## src/rtl/btn_fifo.sv

```systemverilog
// small register queue used between front and back and on the result side
module btn_fifo #(
  parameter int WIDTH = 8,
  parameter int DEPTH = 4
) (
  input  logic             clk,
  input  logic             rst_n,
  input  logic             wr_en,
  input  logic [WIDTH-1:0] wr_data,
  output logic             full,
  input  logic             rd_en,
  output logic [WIDTH-1:0] rd_data,
  output logic             empty
);

  localparam int AW = $clog2(DEPTH);

  logic [WIDTH-1:0] mem_r [DEPTH];
  logic [AW-1:0]    wr_ptr_r, wr_ptr_nxt;
  logic [AW-1:0]    rd_ptr_r, rd_ptr_nxt;
  logic [AW:0]      count_r, count_nxt;
  logic             do_wr, do_rd;

  assign full    = (count_r == (AW+1)'(DEPTH));
  assign empty   = (count_r == '0);
  assign do_wr   = wr_en && !full;
  assign do_rd   = rd_en && !empty;
  assign rd_data = mem_r[rd_ptr_r];

  always_comb begin
    wr_ptr_nxt = wr_ptr_r;
    rd_ptr_nxt = rd_ptr_r;
    count_nxt  = count_r;
    if (do_wr) begin
      wr_ptr_nxt = (wr_ptr_r == AW'(DEPTH - 1)) ? '0 : wr_ptr_r + AW'(1);
    end
    if (do_rd) begin
      rd_ptr_nxt = (rd_ptr_r == AW'(DEPTH - 1)) ? '0 : rd_ptr_r + AW'(1);
    end
    if (do_wr && !do_rd) begin
      count_nxt = count_r + (AW+1)'(1);
    end else if (do_rd && !do_wr) begin
      count_nxt = count_r - (AW+1)'(1);
    end
  end

  always_ff @(posedge clk) begin
    if (!rst_n) begin
      wr_ptr_r <= '0;
      rd_ptr_r <= '0;
      count_r  <= '0;
    end else begin
      wr_ptr_r <= wr_ptr_nxt;
      rd_ptr_r <= rd_ptr_nxt;
      count_r  <= count_nxt;
    end
  end

  always_ff @(posedge clk) begin
    if (do_wr) begin
      mem_r[wr_ptr_r] <= wr_data;
    end
  end

endmodule

```

## config.mk

```make
export PLATFORM = sky130hd
export DESIGN_NAME = btn_fifo
export DESIGN_NICKNAME = d
export VERILOG_FILES = /design/src/rtl/btn_fifo.sv
export SDC_FILE = /design/constraint.sdc
export NUM_CORES = 1
export LEC_CHECK = 0
export BUFFER_PORTS_ARGS = -buffer_cell sky130_fd_sc_hd__buf_2
export CAP_MARGIN = 15
export CORE_UTILIZATION = 50
export CTS_BUF_LIST = sky130_fd_sc_hd__clkbuf_4 sky130_fd_sc_hd__clkbuf_8 sky130_fd_sc_hd__clkbuf_16
export DETAILED_ROUTE_END_ITERATION = 8
export GPL_ROUTABILITY_DRIVEN = 0
export PLACE_DENSITY_LB_ADDON = 0.1
export SLEW_MARGIN = 20
export SYNTH_ARGS = -nofsm -noshare
export SYNTH_HDL_FRONTEND = slang
export SYNTH_SLANG_ARGS = --single-unit
```

## constraint.sdc

```tcl
create_clock -name clk -period 2.2 [get_ports clk]
set_input_delay 0.11 -clock clk [delete_from_list [all_inputs] [get_ports clk]]
set_output_delay 0.11 -clock clk [all_outputs]
set_load 0.005 [all_outputs]
```

==> results.py <==
metrics = {
    "critical_path": {
        "critPathKind": "reg2reg",
        "regToRegSetupSlack_ns": 0.14,
        "cp-end-kind": "register",
        "arrival_ns": 2.33,
        "setup.worst_path.start_class": "register",
        "max_stage_delay_ns": 0.39,
        "critPathRequiredTime_ns": 2.47,
        "crit_buf_inv": 1,
        "cp_slowest_cell": "fa_1",
        "path_max_fanout": 5,
        "path_delay_family": "simple AND/OR/NAND/NOR gates",
        "worstPathCellList": "nor3b_2 > nor2b_1 > ha_2 > inv_1 > fa_1 > xor2_1 > or3_1 > a21boi_0",
    },
    "min_path": {
        "hold_path.class": "in2reg",
    },
    "synth": {
        "synth_top_area_frac": 0.589,
        "ys_seq_elements": 41,
        "synth_enable_flop_cells": 32,
        "netlist_area_sq_um": 1630,
        "async_flop_share": 0,
        "netlist.top_cell.by_area": "edfxtp_1",
        "seq_area_frac_synth": 0.700,
        "syn_nets": 112,
        "synthFlopType": "edfxtp_1",
        "ys_types": 23,
        "synthCells": 93,
        "ys_top_cells_by_area": "edfxtp_1 59%, dfxtp_1 11%, mux4_2 11%",
        "yosys_warnings": 0,
        "avgSynthCellArea_sq_um": 17.5,
    },
    "clocking": {
        "clk_latency_ns": 0.35,
        "cts_tree": "yes",
        "htreeDepth": 2,
        "clkSlewWorstSetupHoldPaths_ns": 0.12,
        "cts-root-buf": "clkbuf_4",
        "clock_path_buffers": 2,
        "cts.sinks": 41,
        "numCtsBuffers": 5,
        "postCtsSetupRepairBufs": 0,
    },
    "timing": {
        "setup_viol": 0,
        "rsz0062_at_grt": "no",
        "relSlewSlack": 0.631,
        "finalWorstPathRequiredPeriod_ns": 2.06,
        "slew_violations": 0,
        "tightest_slew_ns": 0.553,
        "fmax_mhz": 486,
        "finalClockSkew_ns": 0.0120,
        "tns_ns": 0,
        "post-route-period-util": 0.936,
        "finalHoldViolations": 0,
    },
    "drt": {
        "totalWireLength_microns": 2490,
        "route.vias.total": 855,
        "drt_first_iter_violations": 15,
        "ant_nets": 0,
        "drtPass1Iterations": 4,
        "wire_per_inst_microns": 14.5,
        "viasPerCell": 4.97,
        "drc_errors": 0,
    },
    "grt": {
        "track_usage": 0.169,
        "antenna_found_initial": 0,
        "grt_pass1_vias": 881,
        "overflow": 0,
        "grt_pass1_wl_microns": 4040,
        "grt_max_degree": 15,
    },
    "finish": {
        "area_delta_synth_final_pct": 21.0,
        "final_cell_mix": "32 x edfxtp_1, 21 x buf_2, 8 x mux4_2, 8 x dlygate4sd3_1",
        "fill_cells": 254,
        "nets": 146,
        "antenna_cells": 0,
        "layout.cells.non_filler": 172,
        "final_common_cell": "edfxtp_1",
        "drive_above_1_share": 0.352,
    },
    "pwr": {
        "ir_drop_mv": 0.605,
        "power.total_w": 0.00204,
        "p_leak_nw": 0.716,
        "powerDensity_nw_per_um2": 1040,
    },
    "die": {
        "rows": 20,
        "fp.dieH_microns": 59.1,
        "dieArea_sq_um": 3490,
        "ios": 22,
        "start_util": 0.530,
        "core_area_sq_um": 3080,
        "die_w_microns": 59.1,
    },
    "place": {
        "dp_cells": 156,
        "dp_hpwl_microns": 1660,
        "portBuffers": 21,
    },
    "flow_run": {
        "max_cap_viol_count": 0,
    },
    "outcome": {
        "status": "complete, no violations",
    },
}
[area by class of cell]
cell class,instances,area [sq um],share of cell area
Timing Repair Buffer,31,200,0.102
Clock buffer,5,37.5,0.0190
Multi-Input combinational cell,45,477,0.242
Sequential cell,41,1140,0.581
Tap cell,44,55.1,0.0279
Clock inverter,3,46.3,0.0235
Inverter,3,11.3,0.00571
[per-layer routing]
layer	global-route usage	wire, microns
met5	0	0
met4	0.102	55
met3	0.0502	101
met2	0.294	1270
met1	0.180	1060
[worst reg2reg max path, delay by kind of cell (launching register included)]
kind                       cells  cell delay (ns)
adders and majority gates      2             0.61
and+or+nand+nor                3             0.64
buffers and inverters          1             0.05
DFF                            1             0.37
xor gates and xnor gates       1             0.17
AOI/OAI and AO/OA              1             0.16
[path summary, 6_finish.rpt]
kind / from / end / depth (start not counted)
max: count_r[2] / count_r[2] / 8
min: rst_n / count_r[2] / 2
max reg2reg: count_r[2] / count_r[2] / 8
min reg2reg: wr_ptr_r[1] / wr_ptr_r[1] / 2
[cell families (layout without fill, tap and decap cells)]
family          after synthesis  count (layout)  synth area share
buf+inv                       7              42            0.0176
flops                        41              41             0.700
simple gates                 20              20            0.0660
compound gates                5               5            0.0184
xor+xnor                      2               2            0.0107
fa+ha+maj                     7               7            0.0583
mux                          11              11             0.129
[metrics by stage]
stage | util | setup slack (ns) | instance area (sq um) | hold WS (ns)
after floorplan | - | 0.107 | 1630 | 0.209
final | 0.641 | 0.140 | 1970 | 0.0938
after global routing | 0.641 | 0.0320 | 1970 | 0.0904
after global placement | 0.581 | 0.225 | 1790 | 0.323
after detailed placement | 0.581 | 0.0427 | 1790 | 0.336
after CTS | 0.634 | 0.0219 | 1950 | 0.0891
[what timing repair did]
| item | CTS | global route |
|---|---|---|
| endpoints found under the setup margin | 0 | 1 |
| hold endpoints to repair | 32 | 0 |
| resized for setup | 0 | 6 |
| hold buffers | 8 | 0 |
[cells in the mapped netlist (2+ instances only)]
| cell type | count |
|---|---|
| edfxtp_1 | 32 |
| dfxtp_1 | 9 |
| mux4_2 | 8 |
| ha_1 | 6 |
| nand2_1 | 6 |
| and2_1 | 5 |
| inv_1 | 3 |
| mux2i_1 | 3 |
| o21ai_0 | 3 |
| buf_2 | 2 |
| nand3_1 | 2 |
| nor2_1 | 2 |
| nor2b_1 | 2 |
[report_power, final]
part	leakage, nW	switching (W)	internal, W
sequential	0.368	0.000110	0.000957
clock	0.0414	0.000244	0.000241
combinational	0.307	0.000200	0.000291
total	0.716	0.000554	0.00149
[sequential cells by signal, indices dropped and copies added, names as in the netlist, named ones only]
register  count
count_r       3
mem_r        32
rd_ptr_r      2
wr_ptr_r      2
Note: power is estimated with default switching activity, not from simulation.
