==> src/rtl/btn_pkg.sv <==
// shared types, constants and helper functions of the threshold network engine
package btn_pkg;

  localparam int MAX_LAYERS = 6;
  localparam int MAX_NODES  = 32;
  localparam int VALUE_BITS = 16;
  localparam int ROW_LEN    = MAX_NODES + 1;
  localparam int NODE_W     = 5;
  localparam int SEL_W      = 6;
  localparam int MATRIX_W   = 3;
  localparam int SUM_W      = 24;
  localparam int COUNT_W    = 6;
  localparam int ADDR_W_MAX = $clog2((MAX_LAYERS - 1) * MAX_NODES * ROW_LEN);
  localparam int NUM_SIZES  = 6;
  localparam int LC_W       = 3;
  localparam int REG_IDX_W  = 3;
  localparam int CFG_DATA_W = 32;
  localparam int CFG_ADDR_W = 5;
  localparam int CMD_DEPTH  = 4;
  localparam int OUT_DEPTH  = 4;

  localparam logic KIND_LOAD   = 1'b0;
  localparam logic KIND_SAMPLE = 1'b1;

  localparam logic [REG_IDX_W-1:0] REG_LAYER_COUNT = 3'd0;
  localparam logic [REG_IDX_W-1:0] REG_SIZE_FIRST  = 3'd1;
  localparam logic [REG_IDX_W-1:0] REG_SIZE_LAST   = 3'd6;

  typedef struct packed {
    logic                         kind;
    logic [MATRIX_W-1:0]          matrix_sel;
    logic [NODE_W-1:0]            dest_node;
    logic [SEL_W-1:0]             source_sel;
    logic signed [VALUE_BITS-1:0] value;
    logic                         last_sample;
  } in_item_t;

  typedef struct packed {
    logic [NODE_W-1:0] out_node;
    logic              spike;
    logic              last_result;
    logic              size_error;
  } out_item_t;

  typedef struct packed {
    logic [LC_W-1:0]                       layer_count;
    logic [NUM_SIZES-1:0][COUNT_W-1:0]     size;
  } cfg_t;

  // front to back request: a store write or an inference start
  typedef struct packed {
    logic                         run;
    logic                         err;
    logic [ADDR_W_MAX-1:0]        addr;
    logic signed [VALUE_BITS-1:0] data;
    logic signed [SUM_W-1:0]      sum;
  } cmd_t;

  function automatic logic [COUNT_W-1:0] sat_size(input logic [COUNT_W-1:0] s);
    logic [COUNT_W-1:0] r;
    r = s;
    if (s == '0) begin
      r = COUNT_W'(1);
    end else if (s > COUNT_W'(MAX_NODES)) begin
      r = COUNT_W'(MAX_NODES);
    end
    return r;
  endfunction

  // row of (matrix, dest) holds MAX_NODES weights and the bias
  function automatic logic [ADDR_W_MAX-1:0] store_addr(input logic [MATRIX_W-1:0] m,
                                                        input logic [NODE_W-1:0]   n,
                                                        input logic [SEL_W-1:0]    s);
    logic [ADDR_W_MAX-1:0] row;
    row = ADDR_W_MAX'({m, n});
    return row * ADDR_W_MAX'(ROW_LEN) + ADDR_W_MAX'(s);
  endfunction

endpackage

==> src/rtl/btn_front.sv <==
// front end: takes items, sums samples, turns them into store writes and run requests
module btn_front #(
  parameter int MAX_LAYERS = btn_pkg::MAX_LAYERS
) (
  input  logic                              clk,
  input  logic                              rst_n,
  input  logic                              accept,
  input  btn_pkg::in_item_t                 item,
  input  logic [btn_pkg::COUNT_W-1:0]       size0,
  output logic                              cmd_push,
  output btn_pkg::cmd_t                     cmd_item
);

  localparam logic [btn_pkg::MATRIX_W-1:0] MATRIX_LIMIT = btn_pkg::MATRIX_W'(MAX_LAYERS - 1);
  localparam logic [btn_pkg::SEL_W-1:0]    BIAS_SEL     = btn_pkg::SEL_W'(btn_pkg::MAX_NODES);
  localparam logic [btn_pkg::COUNT_W-1:0]  COUNT_SAT    = '1;

  logic signed [btn_pkg::SUM_W-1:0] sum_r, sum_nxt, sum_add;
  logic [btn_pkg::COUNT_W-1:0]      count_r, count_nxt, count_inc;
  logic                             load_ok;
  logic                             is_sample;

  assign is_sample = (item.kind == btn_pkg::KIND_SAMPLE);
  assign sum_add   = sum_r + {{(btn_pkg::SUM_W - btn_pkg::VALUE_BITS){item.value[btn_pkg::VALUE_BITS-1]}},
                              item.value};
  assign count_inc = (count_r == COUNT_SAT) ? count_r : count_r + btn_pkg::COUNT_W'(1);
  assign load_ok   = (item.matrix_sel < MATRIX_LIMIT) && (item.source_sel <= BIAS_SEL);

  always_comb begin
    cmd_push       = accept && (is_sample ? item.last_sample : load_ok);
    cmd_item.run   = is_sample;
    cmd_item.err   = (count_inc != btn_pkg::sat_size(size0));
    cmd_item.addr  = btn_pkg::store_addr(item.matrix_sel, item.dest_node, item.source_sel);
    cmd_item.data  = item.value;
    cmd_item.sum   = sum_add;
  end

  always_comb begin
    sum_nxt   = sum_r;
    count_nxt = count_r;
    if (accept && is_sample) begin
      if (item.last_sample) begin
        sum_nxt   = '0;
        count_nxt = '0;
      end else begin
        sum_nxt   = sum_add;
        count_nxt = count_inc;
      end
    end
  end

  always_ff @(posedge clk) begin
    if (!rst_n) begin
      sum_r   <= '0;
      count_r <= '0;
    end else begin
      sum_r   <= sum_nxt;
      count_r <= count_nxt;
    end
  end

endmodule

==> config.mk <==
export PLATFORM = sky130hd
export DESIGN_NAME = btn_front
export DESIGN_NICKNAME = d
export VERILOG_FILES = /design/src/rtl/btn_pkg.sv /design/src/rtl/btn_front.sv
export SDC_FILE = /design/constraint.sdc
export NUM_CORES = 1
export LEC_CHECK = 0
export BUFFER_PORTS_ARGS = -buffer_cell sky130_fd_sc_hd__buf_2
export CAP_MARGIN = 20
export CORE_ASPECT_RATIO = 0.6
export CORE_MARGIN = 3
export CORE_UTILIZATION = 44
export CTS_CLUSTER_SIZE = 25
export DETAILED_ROUTE_END_ITERATION = 8
export GPL_TIMING_DRIVEN = 0
export PLACE_DENSITY_LB_ADDON = 0.08
export SYNTH_ARGS = -nofsm -noshare
export SYNTH_HDL_FRONTEND = slang
export SYNTH_SLANG_ARGS = --single-unit
==> constraint.sdc <==
create_clock -name clk -period 3.1 [get_ports clk]
set_input_delay 0.31 -clock clk [delete_from_list [all_inputs] [get_ports clk]]
set_output_delay 0.31 -clock clk [all_outputs]
set_load 0.02 [all_outputs]
==> results of run 1 <==
## flip-flops by register name, summed over array words and instances (netlist names)
name     flops
sum_r       24
count_r      6
## cell usage in the layout (no fill, tap or decap), drive strengths merged, types with 3 or more instances in the layout
cell type  synthesis  layout
nand3b             5       5
a21boi             5       5
o21bai             5       5
o211ai             8       8
clkbuf            14      21
nand4             10      10
nor3              11      11
and3              11      11
dfxtp             30      30
xnor2             22      22
o21ai             23      23
a22oi              9       9
nor2b             17      17
inv                9       9
xor2              12      12
ha                48      48
nand3             11      11
a211oi             3       3
and2              11      11
a21oi             28      28
nor4               3       3
a21o              16      16
a22o               8       8
o21a               8       8
buf               19     116
nor2              17      17
or4                3       3
nand2             28      28
a31oi              4       4
## per-stage QoR
step | instance area [sq um] | worst slack [ns]
final | 4300 | 0.113
after global routing | 4300 | -0.00367
after CTS | 4220 | 0.00261
after detailed placement | 4070 | 0.0101
after global placement | 4070 | 0.0271
after floorplan | 3470 | 0.406
## metal layers
metal  wire [um]  global-route usage
met5           0                   0
met4          65              0.0415
met3         527              0.0443
met2        3690               0.305
met1        5330               0.342
## where the power goes
part	leakage [nW]	switching (W)	internal, W
Combinational	1.74	0.000412	0.000269
Sequential	0.244	0.00000935	0.000400
Clock	0.0739	0.000189	0.000318
## worst paths after layout
path / to / depth (start not counted) / from
max: cmd_item[51] / 12 / item[18]
min: sum_r[2] / 2 / rst_n
max reg2reg: sum_r[16] / 11 / sum_r[0]
min reg2reg: sum_r[10] / 1 / sum_r[10]
## layout make-up
type                       count  area (sq um)
buffer                        33           196
clock buffer                   7           143
clock inverter                 1          5.00
fill                         721          3150
inverter                       9          33.8
multi-input combinational    357          2690
sequential                    30           602
tap                          104           130
timing repair buffer          97           502
## repair_timing
item	CTS	global route
endpoints found under the setup margin	2	10
gates resized for setup	1	18
pin swaps	1	5
buffers inserted	1	2
## cell families after synthesis
| group | share of synthesized area |
|---|---|
| AND/OR/NAND/NOR | 0.203 |
| AO/OA/AOI/OAI | 0.281 |
| multiplexers | 0.00577 |
| XOR/XNOR | 0.0859 |
| adder cells (fa/ha/maj) | 0.185 |
| buffers and inverters | 0.0664 |
| flip-flops | 0.173 |
## worst max-delay path: stages
cell and delay (ns):
buf_2 0.11, ha_1 0.29, ha_1 0.23, fa_1 0.40
a21o_1 0.20, a21oi_2 0.18, o21bai_1 0.12, a21oi_2 0.21
o21ba_4 0.19, nor3_1 0.05, a211o_1 0.21, buf_2 0.16
==> metrics.yaml, run 1 <==
grt_pass1_wl_um: 15800
async_reset_ff_frac: 0
powerDensity_nw_per_um2: 372
hold_viol: 0
diodes: 0
core-area_sq_um: 7450
grt_pass1_vias: 3152
ys_seq_area_frac: 0.173
maxSlewHeadroom: 0.629
dp_hpwl_um: 7850
drcViolationCount: 0
clock_sinks: 30
synth_area_leader_cell: "dfxtp_1"
fp.dieW_um: 121
critPathMaxFanout: 3
dr.pass1.iters: 4
synthTopCellsByArea: "dfxtp_1, ha_1, xnor2_1"
synth_warnings: 0
start_util: 0.466
post-route-min-period_ns: 2.99
gp_congestion: 0.931
drt_iter0_drc: 216
synth_area_per_cell_sq_um: 8.08
wl_um: 9610
clk_pin_slew_ns: 0.05
stdcell_count: 638
tightest_slew_ns: 0.557
dr_total_vias: 3514
clk_latency_ns: 0.28
netlist_area_sq_um: 3470
outcome: "finished clean"
fin_worst_skew_ns: 0.00533
portBuffers: 94
synth_common_cells: "ha_1, dfxtp_1, a21oi_1, nand2_1, o21ai_0"
worstPathRequired_ns: 2.79
die_area_sq_um: 9020
cts_root_buf: "clkbuf_16"
die_h_um: 74.8
yosysMostFrequentCell: "ha_1"
postCtsHoldBufs: 0
place_inst: 627
via_per_inst: 5.51
grt.total_usage: 0.218
post-route-util: 0.577
peakVddDrop_v: 0.000249
drive_above_1_share: 0.272
setup_viol: 0
fin_crit_sh: 0.963
p_leak_nw: 2.06
min_path_type: "input pin to flop"
drtAntennaViolNets: 0
syn_inst: 429
antenna_found_initial: 0
critPathKind: "input pin to primary output"
yosysUniqueCellTypes: 60
syn_to_final_growth_pct: 24.0
synth_nets: 520
ff2ff_setup_slack_ns: 0.64
synth_edf_count: 0
h-tree-depth: 2
finalPower_w: 0.00160
arrival_ns: 2.68
startpoint_type: "input pin"
synth_top_flop_cell: "dfxtp_1"
cts_tree: "done"
post_drt_wl_per_cell_um: 15.1
final_max_slew_viol_count: 0
num_rows: 24
tritoncts.num_buffers: 5
overflow: 0
grt_max_degree: 14
tns_ns: 0
pin_count: 97
cp-end-kind: "primary output"
ys_ff_latch: 30
final_nets: 624
fin_hold_ws_ns: 0.439
yosysTopAreaCellShare: 0.173
drv_cap: 0
clockBufferDepth: 2
fmax_ghz: 0.335
Power figures use the tool's default switching activity.
==> run 2, diff against run 1 <==
clock period = 3 ns   (was 3.1 ns; I/O delays follow)
==> run 2 against run 1 <==
Compared with the run above: cell count grew 0.31%; flip-flop and latch count is the same; die area is the same; non-clock buffer count grew 2; via count grew 1.1%; critical endpoint is now cmd_item[8]; largest cell class unchanged; largest power group unchanged.
==> metrics.yaml, run 2 (synthesis gave the netlist of run 1 again) <==
outcome: "finished clean"
clk_pin_slew_ns: 0.05
dr_total_vias: 3553
path_cells: "ha_4 -> inv_2 -> fa_2 -> and2b_1 -> o211ai_1 -> a21boi_2 -> buf_4 -> o21a_1 -> o21a_1 -> or3_4 -> and2_4 -> buf_6"
antenna_found_initial: 0
rsz0062_at_grt: "true"
core-area_sq_um: 7450
worstPathRequired_ns: 2.70
maxSlewHeadroom: 0.604
reg.largest.list: "sum_r (24), count_r (6)"
tritoncts.num_buffers: 5
fp.dieW_um: 121
dp_hpwl_um: 7850
crit_path_top_delay_cell: "dfxtp_2"
start_util: 0.466
critPathKind: "flop to primary output"
worst_path_largest_cell_delay_ns: 0.33
fmax_ghz: 0.338
final_max_slew_viol_count: 0
fin_worst_skew_ns: 0.00365
power_frac_seq: 0.255
r2r_cells: 11
tightest_slew_ns: 0.594
post_drt_wl_per_cell_um: 15.2
fin_hold_ws_ns: 0.440
drt_iter0_drc: 215
ff2ff_setup_slack_ns: 0.49
powerDensity_nw_per_um2: 382
layout_common_cells: "buf_2, ha_1, dfxtp_1"
pin_count: 97
clock_sinks: 30
cts_root_buf: "clkbuf_16"
crit_top_cell: "o21a_1"
swShare: 0.382
startpoint_type: "flop"
die_h_um: 74.8
power_frac_comb: 0.430
stdcell_area_sq_um: 4350
die_area_sq_um: 9020
diodes: 0
timing.rr.end: "sum_r[16]"
dr.pass1.iters: 4
fin_crit_sh: 0.985
h-tree-depth: 2
setup_viol: 0
clk_latency_ns: 0.28
wl_um: 9700
finalPower_w: 0.00166
via_per_inst: 5.55
grt.total_usage: 0.218
drcViolationCount: 0
cts_tree: "done"
min_from: "rst_n"
layout_commonest_cell: "buf_2"
regToRegStartpoint: "sum_r[0]"
tns_ns: 0
whs_path_depth: 2
largest_register: "sum_r"
drive_above_1_share: 0.282
placed_area_sq_um: 4070
drv_cap: 0
drtAntennaViolNets: 0
min_path_type: "input pin to flop"
final_nets: 626
p_leak_nw: 2.07
largest_reg_flops: 24
postCtsHoldBufs: 0
overflow: 0
portBuffers: 94
p_sw_w: 0.000634
critPathMaxFanout: 3
cp-end-kind: "primary output"
arrival_ns: 2.66
clockBufferDepth: 2
peakVddDrop_v: 0.000254
clockPowerShare: 0.315
min_delay_worst_endpoint: "sum_r[2]"
grt_max_degree: 14
p_int_w: 0.00103
grt_pass1_wl_um: 15800
grt_pass1_vias: 3159
hold_viol: 0
gp_congestion: 0.931
num_rows: 24
syn_to_final_growth_pct: 25.3
post-route-min-period_ns: 2.96
## run 2: how the worst max path moves through the flow
| stage | start | to | cells past startpoint |
|---|---|---|---|
| after global routing | sum_r[0] | cmd_item[8] | 12 |
| after detailed placement | item[18] | cmd_item[51] | 12 |
| final | sum_r[0] | cmd_item[8] | 12 |
| after global placement | item[18] | cmd_item[51] | 12 |
| after floorplan | sum_r[0] | cmd_item[16] | 11 |
| after CTS | sum_r[0] | cmd_item[16] | 12 |
## run 2: worst max-delay path, delay by kind of cell (launching register included)
| kind | cells | cell delay (ns) |
|---|---|---|
| flops | 1 | 0.33 |
| fa+ha+maj | 2 | 0.36 |
| buf+inv | 3 | 0.33 |
| simple gates | 3 | 0.68 |
| compound gates | 4 | 0.68 |
## run 2: routing by layer
| metal | wire (um) | share of wire | GRT usage | up-vias |
|---|---|---|---|---|
| met5 | 0 | 0 | 0 | - |
| met4 | 60 | 0.0062 | 0.0415 | 0 |
| met3 | 519 | 0.053 | 0.0450 | 7 |
| met2 | 3790 | 0.39 | 0.305 | 78 |
| met1 | 5330 | 0.55 | 0.343 | 1657 |
| li1 | - | - | - | 1811 |
## run 2: what timing repair did
action	CTS	global route
endpoints found under the hold margin	0	0
setup endpoints to repair	6	12
pin swaps	1	11
gates resized for setup	8	20
setup buffers	1	5
## run 2: stage by stage
| step | setup slack, ns | util | std cells |
|---|---|---|---|
| floorplan | 0.321 | - | 429 |
| global placement | -0.0529 | 0.546 | 627 |
| detailed placement | -0.0699 | 0.546 | 627 |
| CTS | 0.0293 | 0.571 | 636 |
| global route | -0.0758 | 0.584 | 640 |
| finish | 0.0447 | 0.584 | 640 |
## run 2: layout make-up
type,instances,area [sq um]
flip-flops and latches,30,602
multi-input cells,357,2720
plain buffers,32,185
repair buffers,100,529
well taps,104,130
clock inverters,1,5.00
inverters,9,33.8
clock buffers,7,143
fillers,719,3100
## run 2: power groups by stage
stage	Sequential [W]	Combinational, W	Clock (W)
after detailed placement	0.000431	0.000683	0
after floorplan	0.000428	0.000481	0
after CTS	0.000423	0.000696	0.000531
after global routing	0.000424	0.000785	0.000552
final	0.000423	0.000714	0.000522
after global placement	0.000431	0.000676	0
